File: config.mk
export PLATFORM = sky130hd
export DESIGN_NAME = call_site_census_unit
export DESIGN_NICKNAME = d
export VERILOG_FILES = /design/src/csc_pkg.sv /design/src/csc_scan.sv /design/src/csc_census.sv /design/src/call_site_census_unit.sv
export SDC_FILE = /design/constraint.sdc
export NUM_CORES = 2
export LEC_CHECK = 0
export BUFFER_PORTS_ARGS = -buffer_cell sky130_fd_sc_hd__buf_2
export CAP_MARGIN = 15
export CORE_UTILIZATION = 55
export DETAILED_ROUTE_END_ITERATION = 10
export PLACE_DENSITY = 0.77
export SLEW_MARGIN = 10
export SYNTH_ARGS = -nofsm -noshare
export SYNTH_HDL_FRONTEND = slang
export SYNTH_SLANG_ARGS = --single-unit
File: constraint.sdc
create_clock -name i_clk -period 10.3 [get_ports i_clk]
set_input_delay 0 -clock i_clk [delete_from_list [all_inputs] [get_ports i_clk]]
set_output_delay 0 -clock i_clk [all_outputs]
set_load 0.03 [all_outputs]
File: src/csc_pkg.sv
// ----------------------------------------------------------------------------
// csc_pkg
// Shared types and constants of the call-site census block.
// ----------------------------------------------------------------------------
package csc_pkg;

    localparam int          MAX_SITES_DEF     = 24;
    localparam logic [7:0]  CALL_OPCODE       = 8'hE8;
    localparam logic [15:0] REPORT_FRAMES_RST = 16'd200;
    localparam int          WINDOW_DEPTH      = 4;

    localparam int          PADDR_W           = 4;
    localparam logic [1:0]  REG_TARGET        = 2'd0;
    localparam logic [1:0]  REG_IMAGE_BASE    = 2'd1;
    localparam logic [1:0]  REG_REPORT_FRAMES = 2'd2;

    localparam logic        REC_SUMMARY       = 1'b0;
    localparam logic        REC_SITE          = 1'b1;

    typedef enum logic [1:0] {
        OP_SCAN   = 2'd0,
        OP_FINISH = 2'd1,
        OP_CALL   = 2'd2,
        OP_TICK   = 2'd3
    } t_op;

    typedef enum logic [1:0] {
        ST_IDLE,
        ST_SEARCH,
        ST_CHECK,
        ST_FLUSH
    } t_census_state;

    typedef struct packed {
        t_op         operation;
        logic [31:0] byte_address;
        logic [7:0]  byte_value;
        logic [31:0] call_return;
    } t_in_item;

    typedef struct packed {
        logic        record_kind;
        logic [5:0]  site_index;
        logic [31:0] site_offset;
        logic [31:0] call_count;
        logic [31:0] unmatched_count;
        logic [15:0] frame_count;
        logic        last;
    } t_out_item;

    typedef struct packed {
        logic        hit;
        logic [31:0] ret;
    } t_scan_hit;

endpackage

File: src/csc_scan.sv
// ----------------------------------------------------------------------------
// csc_scan
// Code byte window: flags a near call whose target is the watched function.
// ----------------------------------------------------------------------------
module csc_scan import csc_pkg::*; (
    input  logic        i_clk,
    input  logic        i_rst_n,
    input  logic        i_scan,
    input  logic        i_finish,
    input  logic [31:0] i_byte_address,
    input  logic [7:0]  i_byte_value,
    input  logic [31:0] i_target_address,
    output t_scan_hit   o_hit
);

    logic [7:0]  r_win [WINDOW_DEPTH];
    logic [2:0]  r_fill;
    logic [2:0]  n_fill;
    logic [31:0] disp;
    logic [31:0] ret;

    assign disp = {i_byte_value, r_win[3], r_win[2], r_win[1]};
    assign ret  = i_byte_address + 32'd1;

    always_comb begin
        o_hit.ret = ret;
        o_hit.hit = (r_fill >= 3'(WINDOW_DEPTH)) && (r_win[0] == CALL_OPCODE)
                    && ((ret + disp) == i_target_address);
    end

    always_comb begin
        n_fill = r_fill;
        if (i_finish) begin
            n_fill = '0;
        end else if (i_scan && r_fill < 3'(WINDOW_DEPTH)) begin
            n_fill = r_fill + 3'd1;
        end
    end

    always_ff @(posedge i_clk) begin
        if (!i_rst_n) begin
            r_fill <= '0;
            for (int k = 0; k < WINDOW_DEPTH; k++) begin
                r_win[k] <= '0;
            end
        end else begin
            r_fill <= n_fill;
            if (i_scan) begin
                r_win[0] <= r_win[1];
                r_win[1] <= r_win[2];
                r_win[2] <= r_win[3];
                r_win[3] <= i_byte_value;
            end
        end
    end

endmodule

File: src/csc_census.sv
// ----------------------------------------------------------------------------
// csc_census
// Site table and counter memories, call matching, report sequencer.
// ----------------------------------------------------------------------------
module csc_census import csc_pkg::*; #(
    parameter int MAX_SITES = MAX_SITES_DEF
) (
    input  logic        i_clk,
    input  logic        i_rst_n,
    input  logic        i_accept,
    input  t_in_item    i_item,
    input  t_scan_hit   i_hit,
    input  logic [31:0] i_target_address,
    input  logic [31:0] i_image_base,
    input  logic [15:0] i_report_frames,
    output logic        o_busy,
    output logic        o_out_valid,
    input  logic        i_out_stall,
    output t_out_item   o_out_data
);

    localparam int IDX_W = (MAX_SITES > 1) ? $clog2(MAX_SITES) : 1;
    localparam int SF_W  = $clog2(MAX_SITES + 1);

    logic [31:0]   ret_mem [MAX_SITES];
    logic [31:0]   cnt_mem [MAX_SITES];

    t_census_state r_state, n_state;
    logic          r_armed, n_armed;
    logic [SF_W-1:0]  r_sites, n_sites;
    logic [31:0]   r_total, n_total;
    logic [31:0]   r_unmatched, n_unmatched;
    logic [15:0]   r_frames, n_frames;
    logic [IDX_W-1:0] r_idx, n_idx;
    logic [31:0]   r_key, n_key;
    t_out_item     r_pend, n_pend;
    logic          r_out_valid, n_out_valid;
    t_out_item     r_out_data, n_out_data;
    logic [31:0]   r_ret_rd;
    logic [31:0]   r_cnt_rd;

    logic [IDX_W-1:0] rd_addr;
    logic [IDX_W-1:0] wr_addr;
    logic          ret_we;
    logic          cnt_we;
    logic [31:0]   cnt_wdata;
    logic          out_free;
    logic          push;
    t_out_item     push_data;
    logic          last_idx;
    logic [15:0]   frames_inc;

    assign out_free   = !r_out_valid || !i_out_stall;
    assign last_idx   = (SF_W'(r_idx) + SF_W'(1)) == r_sites;
    assign frames_inc = r_frames + 16'd1;
    assign o_busy     = (r_state != ST_IDLE);
    assign o_out_valid = r_out_valid;
    assign o_out_data  = r_out_data;

    always_comb begin
        n_state     = r_state;
        n_armed     = r_armed;
        n_sites     = r_sites;
        n_total     = r_total;
        n_unmatched = r_unmatched;
        n_frames    = r_frames;
        n_idx       = r_idx;
        n_key       = r_key;
        n_pend      = r_pend;
        rd_addr     = r_idx;
        wr_addr     = r_idx;
        ret_we      = 1'b0;
        cnt_we      = 1'b0;
        cnt_wdata   = '0;
        push        = 1'b0;
        push_data   = r_pend;
        unique case (r_state)
            ST_IDLE: begin
                rd_addr = '0;
                if (i_accept) begin
                    unique case (i_item.operation)
                        OP_SCAN: begin
                            if (i_hit.hit && r_sites < SF_W'(MAX_SITES)) begin
                                ret_we  = 1'b1;
                                cnt_we  = 1'b1;
                                wr_addr = r_sites[IDX_W-1:0];
                                n_sites = r_sites + SF_W'(1);
                            end
                        end
                        OP_FINISH: begin
                            if (i_target_address != '0 && r_sites != '0) begin
                                n_armed = 1'b1;
                            end
                        end
                        OP_CALL: begin
                            if (r_armed) begin
                                n_total = r_total + 32'd1;
                                if (r_sites == '0) begin
                                    n_unmatched = r_unmatched + 32'd1;
                                end else begin
                                    n_key   = i_item.call_return;
                                    n_idx   = '0;
                                    n_state = ST_SEARCH;
                                end
                            end
                        end
                        OP_TICK: begin
                            if (r_armed) begin
                                n_frames = frames_inc;
                                if (frames_inc >= i_report_frames) begin
                                    n_pend.record_kind     = REC_SUMMARY;
                                    n_pend.site_index      = '0;
                                    n_pend.site_offset     = '0;
                                    n_pend.call_count      = r_total;
                                    n_pend.unmatched_count = r_unmatched;
                                    n_pend.frame_count     = frames_inc;
                                    n_pend.last            = 1'b0;
                                    n_idx   = '0;
                                    n_state = (r_sites == '0) ? ST_FLUSH : ST_CHECK;
                                end
                            end
                        end
                        default: begin
                        end
                    endcase
                end
            end
            ST_SEARCH: begin
                if (r_ret_rd == r_key) begin
                    cnt_we    = 1'b1;
                    cnt_wdata = r_cnt_rd + 32'd1;
                    n_state   = ST_IDLE;
                end else if (last_idx) begin
                    n_unmatched = r_unmatched + 32'd1;
                    n_state     = ST_IDLE;
                end else begin
                    n_idx   = r_idx + IDX_W'(1);
                    rd_addr = r_idx + IDX_W'(1);
                end
            end
            ST_CHECK: begin
                if (r_cnt_rd == '0 || out_free) begin
                    if (r_cnt_rd != '0) begin
                        push                   = 1'b1;
                        n_pend.record_kind     = REC_SITE;
                        n_pend.site_index      = 6'(r_idx);
                        n_pend.site_offset     = r_ret_rd - i_image_base;
                        n_pend.call_count      = r_cnt_rd;
                        n_pend.unmatched_count = '0;
                        n_pend.frame_count     = r_frames;
                        n_pend.last            = 1'b0;
                    end
                    cnt_we = 1'b1;
                    if (last_idx) begin
                        n_state = ST_FLUSH;
                    end else begin
                        n_idx   = r_idx + IDX_W'(1);
                        rd_addr = r_idx + IDX_W'(1);
                    end
                end
            end
            ST_FLUSH: begin
                if (out_free) begin
                    push           = 1'b1;
                    push_data.last = 1'b1;
                    n_total        = '0;
                    n_unmatched    = '0;
                    n_frames       = '0;
                    n_state        = ST_IDLE;
                end
            end
            default: begin
                n_state = ST_IDLE;
            end
        endcase
    end

    always_comb begin
        n_out_valid = r_out_valid;
        n_out_data  = r_out_data;
        if (push) begin
            n_out_valid = 1'b1;
            n_out_data  = push_data;
        end else if (!i_out_stall) begin
            n_out_valid = 1'b0;
        end
    end

    always_ff @(posedge i_clk) begin
        if (ret_we) begin
            ret_mem[wr_addr] <= i_hit.ret;
        end
        if (cnt_we) begin
            cnt_mem[wr_addr] <= cnt_wdata;
        end
        r_ret_rd <= ret_mem[rd_addr];
        r_cnt_rd <= cnt_mem[rd_addr];
    end

    always_ff @(posedge i_clk) begin
        if (!i_rst_n) begin
            r_state     <= ST_IDLE;
            r_armed     <= 1'b0;
            r_sites     <= '0;
            r_total     <= '0;
            r_unmatched <= '0;
            r_frames    <= '0;
            r_out_valid <= 1'b0;
        end else begin
            r_state     <= n_state;
            r_armed     <= n_armed;
            r_sites     <= n_sites;
            r_total     <= n_total;
            r_unmatched <= n_unmatched;
            r_frames    <= n_frames;
            r_out_valid <= n_out_valid;
        end
    end

    always_ff @(posedge i_clk) begin
        r_idx      <= n_idx;
        r_key      <= n_key;
        r_pend     <= n_pend;
        r_out_data <= n_out_data;
    end

endmodule

File: src/call_site_census_unit.sv
// ----------------------------------------------------------------------------
// call_site_census_unit
// Call-site profiler: finds call sites of one function in a code byte stream,
// counts calls per site and reports the counts once per frame window.
// ----------------------------------------------------------------------------
//  channel   direction  handshake                 payload
//  in        input      i_in_valid / o_in_stall   i_in_data  (t_in_item)
//  out       output     o_out_valid / i_out_stall o_out_data (t_out_item)
//  config    input      APB write, pready high    paddr, pwdata, prdata
//
//  Scan byte, finish scan and ticks without a report do not stall the input.
//  A call event stalls the input while sites are read in turn from the site
//  memory until the first match (up to the number of sites found).
//  A report reads every site in turn and stalls the input meanwhile, also
//  while a result waits on a stalled output.
//  No clearing pass after reset.
//  A finished result waits in the output register while the next input is taken.
// ----------------------------------------------------------------------------
module call_site_census_unit import csc_pkg::*; #(
    parameter int MAX_SITES = MAX_SITES_DEF
) (
    input  logic               i_clk,
    input  logic               i_rst_n,
    input  logic               i_in_valid,
    output logic               o_in_stall,
    input  t_in_item           i_in_data,
    output logic               o_out_valid,
    input  logic               i_out_stall,
    output t_out_item          o_out_data,
    input  logic               psel,
    input  logic               penable,
    input  logic               pwrite,
    input  logic [PADDR_W-1:0] paddr,
    input  logic [31:0]        pwdata,
    output logic [31:0]        prdata,
    output logic               pready
);

    logic [31:0] r_target_address;
    logic [31:0] r_image_base;
    logic [15:0] r_report_frames;
    logic [1:0]  reg_idx;
    logic        cfg_write;
    logic        accept;
    logic        busy;
    t_scan_hit   hit;

    assign reg_idx    = paddr[3:2];
    assign cfg_write  = psel && penable && pwrite;
    assign pready     = 1'b1;
    assign o_in_stall = busy;
    assign accept     = i_in_valid && !busy;

    always_comb begin
        unique case (reg_idx)
            REG_TARGET:        prdata = r_target_address;
            REG_IMAGE_BASE:    prdata = r_image_base;
            REG_REPORT_FRAMES: prdata = {16'd0, r_report_frames};
            default:           prdata = '0;
        endcase
    end

    always_ff @(posedge i_clk) begin
        if (!i_rst_n) begin
            r_target_address <= '0;
            r_image_base     <= '0;
            r_report_frames  <= REPORT_FRAMES_RST;
        end else if (cfg_write) begin
            unique case (reg_idx)
                REG_TARGET:        r_target_address <= pwdata;
                REG_IMAGE_BASE:    r_image_base     <= pwdata;
                REG_REPORT_FRAMES: r_report_frames  <= pwdata[15:0];
                default: begin
                end
            endcase
        end
    end

    csc_scan u_scan (
        .i_clk            (i_clk),
        .i_rst_n          (i_rst_n),
        .i_scan           (accept && i_in_data.operation == OP_SCAN),
        .i_finish         (accept && i_in_data.operation == OP_FINISH),
        .i_byte_address   (i_in_data.byte_address),
        .i_byte_value     (i_in_data.byte_value),
        .i_target_address (r_target_address),
        .o_hit            (hit)
    );

    csc_census #(
        .MAX_SITES (MAX_SITES)
    ) u_census (
        .i_clk            (i_clk),
        .i_rst_n          (i_rst_n),
        .i_accept         (accept),
        .i_item           (i_in_data),
        .i_hit            (hit),
        .i_target_address (r_target_address),
        .i_image_base     (r_image_base),
        .i_report_frames  (r_report_frames),
        .o_busy           (busy),
        .o_out_valid      (o_out_valid),
        .i_out_stall      (i_out_stall),
        .o_out_data       (o_out_data)
    );

endmodule
---- Word-level counts from Yosys, hierarchy flattened ----
Memories as Yosys holds them, arrays and structs flattened. A register that Yosys moved wholly into a read port is not among the register bits.
Index checks and enable logic that the tools add are counted.
word-level totals
  input bits .............................. 117
  bits in writable memories ............... 1568
  latch bits .............................. 0
  word-level logic and storage cells ...... 204
  ROM bits ................................ 0
  memories kept ........................... 3
  flip-flop bits (word level) ............. 449
  output and inout bits ................... 155
memory list
  name              depth  bits a word  read ports  clocked after memory_dff  wr ports  line              RTL
  u_census.cnt_mem  24     32           1           1                         1         csc_census.sv:26  logic [31:0] cnt_mem [MAX_SITES];
  u_census.ret_mem  24     32           1           1                         1         csc_census.sv:25  logic [31:0] ret_mem [MAX_SITES];
  u_scan.r_win      4      8            4           0                         4         csc_scan.sv:16    logic [7:0] r_win [WINDOW_DEPTH];
cells by class
  $mul .................................... 0
  bitwise logic cells ..................... 6
  $add $sub $neg .......................... 10
  mux-type cells .......................... 82
  equality and inequality tests ........... 31
  order comparisons ....................... 4
  shift-type cells ........................ 0
  reductions and logical operators ........ 41
  div/mod/pow operators ................... 0
operator list
  kind                   number
  $mux 120               6
  $mux 32                12
  $pmux 120 s2           1
  $pmux 32 s3            2
  $add 32x1->32 const B  4
  $eq 32x32->1           2
  $mux 16                4
  $pmux 32 s2            1
  $reduce_bool 32->1     2
  $mux 5                 12
  $add 32x32->32         1
  $logic_not 32->1       1
  $mux 8                 4
  $pmux 16 s2            1
  $sub 32x32->32         1
  $pmux 5 s3             2
  $mux 1                 22
  $mux 2                 10
  $ne 2x1->1 const B     9
  $add 16x1->16 const B  1
  $ge 16x16->1           1
  $reduce_and 5->1       3
  $reduce_and 7->1       2
  $add 5x1->5 const B    2
  32 further kinds       68

---- Logic depth before layout (Yosys ltp) ----
  depth in word-level cells ............... 11
  depth in mapped cells ................... 22
  gate-level depth less buffers ........... 20

---- Cells and area by module ----
Synthesis repeated with hierarchy kept, for this count alone.
unflattened totals
  cells, all modules ...................... 6102
  area total of the unflattened synthesis .. 85723.5 sq um
modules (own cells, without submodules)
  module                 area an instance (sq um)  seq. area each (sq um)  instances  cells an instance
  csc_census             77735.8                   57415.1                 1          5188
  csc_scan               4295.4                    1021.0                  1          517
  call_site_census_unit  3692.3                    1601.5                  1          397

---- Worst setup path after synthesis ----
Ideal clock, no wire load.
  kind .................................... input to register
  start ................................... in i_in_data[47] (netlist bit)
  end ..................................... mem u_census.ret_mem[0][0] (enable)
  path buffers ............................ 2
  arrival time ............................ 7.301 ns
  slack ................................... 2.538 ns
  required time ........................... 9.839 ns
  cell stages on the path ................. 22
  cells stage by stage .................... and4_1 nand4_1 nor2_1 nand3_1 nor2_1 nand3_1 nor3_1 nand3_1 xnor2_1 ha_1 and2_1 clkbuf_1 nand4_1 nor2_1 or4_1 a2111oi_0 and4b_1 nand4_1 nor4_1 nand4_1 clkbuf_1 nor3_1
RTL lines
  item             line                         RTL
  start, declared  call_site_census_unit.sv:26  input t_in_item i_in_data,
  end, declared    csc_census.sv:25

==> impl_results.md <==
* P per Cell Area at 236 nW/µm²
* Commonest non-fill, non-tap cell in the layout: edfxtp_1
* Final period utilization at 75.3%
* Worst r2r path cells at 15
* Synth unique cells at 93
* Cells after Synth at 6377
* First-pass GRT wire length at 356 mm
* Mux contribution to synthesized area at 6.14%
* Post-CTS Setup Bufs at 0
* Status: completed
* Switching pwr at 7.71 mW
* Die footprint at 158000 µm²
* Clock Power Share at 30.8%
* Worst slew pin tran at 1.24 ns
* CP endpoint kind: register
* Hold Vio Cnt, Final at 0
* Mapped Nets at 6602
* CTS buffer count at 196
* Crit-path max FO at 18
* Die X at 397 µm
* Nets at 7106
* WL per Instance at 27.0 µm
* IO buf count at 267
* Post-placement cell area at 90700 µm²
* DRT iter0 DRCs at 7419
* Critical path startpoint category: primary input
* Global-route usage over all layers at 30.6%
* Finished Cell Area at 99200 µm²
* Number of synthesized flops with an enable pin at 1842
* Worst Hold Depth at 4
* I/O Pins at 272
* Final ANT Viol Nets at 0
* Xor/xnor share of the synthesized area at 2.43%
* CTS HTree Levels at 4
* CTS root buf: clkbuf_16
* Die H at 397 µm
* Power share of the sequential group at 44.0%
* Largest family of logic cells by synthesized area: simple AND/OR/NAND/NOR gates
* Mapped Area at 86000 µm²
* 1st-pass router iterations at 7
* Dominant synthesized flop cell: edfxtp_1
* Unrepaired setup endpoints after global routing: no
* Switch share at 33.0%
* Synth Area in Compound Gates at 5.49%
* CTS tree: done
* Via density at 6.27
* Largest net degree at the start of global routing at 199
* Most frequent cells in the layout: 1842 x edfxtp_1, 1130 x nand2_1, 484 x nand3_1
* Worst VDD drop at 0.216 mV
* Fmax at 129 MHz
* Internal Power at 15.7 mW
* WS Path Type: in -> reg
* Residual DRC at 0
* Seq/Total Area, Yosys at 69.8%
* Comb power frac at 25.2%
* CP Data Required Time at 10.82 ns
* Fin Setup TNS at 0 ns
* Vias in the first global route at 55208
* Post-synthesis adder-cell area fraction at 1.59%
* Layout Skew at 0.0501 ns
* Final Max Tran Viols at 0
* Synth Area in Simple Gates at 12.6%
* Gpl congestion at 0.947
* Setup violators final at 0
* Synth warn at 0
* CTS Buffer Depth at 3
* Core area at 155000 µm²
* Antenna violations before repair at 16
* Power Total at 23.4 mW
* Worst-path clk slew at 0.06 ns
* Static leakage at 35.8 nW
* Total vias in the final route at 57059
* Post-synthesis sequential element count at 2078
* Share of layout cells above drive strength 1 at 13.8%
* Initial core utilization at 55.6%
* Mapped Avg Cell Area at 13.5 µm²
* Std-Cell Rows at 144
* DPL Wire Length at 148 mm
* Hold Crit Class: in -> reg
* Relative slew slack at 16.9%
* Grt total ovfl at 0
* Worst-Skew Late Latency at 0.84 ns
* Ys async rst share at 0%
* Clock Sinks at 2078
* Routed WL at 246 mm
* Area growth, synth to finish at 15.4%
* Total of max-cap violations at 0
* Final min period at 7.76 ns
* Critical Path AT at 8.28 ns
-- kinds of logic (layout without fill, tap and decap cells) --
group / count (synthesis) / after routing
simple gates: 2352 / 2352
flops: 2078 / 2078
xor+xnor: 237 / 237
compound gates: 753 / 753
fa+ha+maj: 108 / 108
buf+inv: 419 / 1089
other cells: 2 / 8
mux: 428 / 428
-- per-stage QoR --
| stage | util [%] | setup WS, ns | hold WS, ns | std cells |
|---|---|---|---|---|
| 2_1_floorplan | - | 2.54 | 0.0989 | 6377 |
| 3_3_place_gp | 58.7 | 2.06 | 0.180 | 8524 |
| 3_5_place_dp | 58.7 | 2.07 | 0.179 | 8526 |
| 4_1_cts | 64.1 | 2.37 | 0.00348 | 9084 |
| 5_1_grt | 64.2 | 2.04 | 0.0332 | 9091 |
| 6_report | 64.2 | 2.54 | 0.0642 | 9097 |
-- synth_stat cells (92+ instances only) --
cell type	count	area, µm²
nand3_1	484	2420
clkbuf_1	249	935
edfxtp_1	1842	55300
mux2i_1	311	3110
nor2_1	234	878
nand2_1	1131	4250
a21oi_1	318	1590
dfxtp_1	236	4720
xnor2_1	98	858
xor2_1	138	1210
ha_1	106	1330
inv_1	92	345
nand4_1	94	588
-- state kept, by name (all words and copies together), names as in the netlist --
signal	count
u_scan.r_fill	3
u_census.cnt_mem	768
u_census.r_armed	1
u_census.ret_mem	768
r_image_base	32
u_census.r_key	32
u_census.r_idx	5
u_census.r_sites	5
u_census.o_out_data	119
u_census.o_out_valid	1
u_census.push_data	118
u_census.r_unmatched	32
r_target_address	32
u_scan.r_win	32
u_census.r_state	2
u_census.r_ret_rd	32
u_census.r_total	32
r_report_frames	16
u_census.r_cnt_rd	32
u_census.r_frames	16
-- power by group through the flow --
| stage | clock [mW] | combinational (mW) | sequential, mW |
|---|---|---|---|
| 6_report | 7.20 | 5.89 | 10.3 |
| 5_1_grt | 7.55 | 6.20 | 10.3 |
| 4_1_cts | 7.23 | 5.74 | 10.3 |
| 3_5_place_dp | 0 | 5.64 | 10.4 |
| 3_3_place_gp | 0 | 5.56 | 10.4 |
| 2_1_floorplan | 0 | 3.32 | 10.6 |
-- routing by layer --
| metal | vias to the layer above | routed length, µm | GRT usage, % |
|---|---|---|---|
| li1 | 24781 | - | - |
| met1 | 28081 | 93300 | 41.3 |
| met2 | 3591 | 115000 | 48.6 |
| met3 | 590 | 27800 | 6.92 |
| met4 | 16 | 9840 | 11.9 |
| met5 | - | 109 | 0 |
-- critical path: stages --
cell and delay (ns):
dlygate4sd3_1 0.55, buf_2 0.17, and4_1 0.27, nand4_1 0.17, nor2_1 0.19, nand3_1 0.12, nor2_1 0.18, nand3_1 0.13
nor3_1 0.55, nand3_1 0.23, xnor2_2 0.24, ha_1 0.37, and2_1 0.30, a2111oi_0 0.22, a21oi_1 0.41, nor2_1 0.12
a2111oi_0 0.45, nand4b_1 0.15, or4_1 0.53, or4_4 0.59, nor3_4 0.68, buf_4 0.32, mux2i_4 0.94, buf_4 0.35
-- final cells by class --
class,instances,area [µm²]
Fill cell,10620,55400
Timing Repair Buffer,633,4770
Sequential cell,2078,60000
Multi-Input combinational cell,3880,25100
Antenna cell,6,15.0
Tap cell,2044,2560
Clock inverter,96,1020
Inverter,92,347
Clock buffer,268,5400
-- timing repair --
item | CTS | global route
resized for setup | 0 | 0
hold endpoints to repair | 853 | 24
hold buffers | 194 | 1
setup endpoints to repair | 0 | 0
-- worst paths after layout --
check	start	endpoint	slack [ns]
min reg2reg	u_census.push_data[96]$_SDFFCE_PN0P_	u_census.o_out_data[96]$_DFFE_PP_	0.38
min	pwdata[25]	r_image_base[25]$_SDFFE_PN0P_	0.06
max reg2reg	u_scan.r_win[0][8]$_SDFFCE_PN0P_	u_census.cnt_mem[5][24]$_DFFE_PP_	3.69
max	i_in_data[48]	u_census.cnt_mem[5][24]$_DFFE_PP_	2.54
No activity file was read; power rests on OpenSTA's default activity.
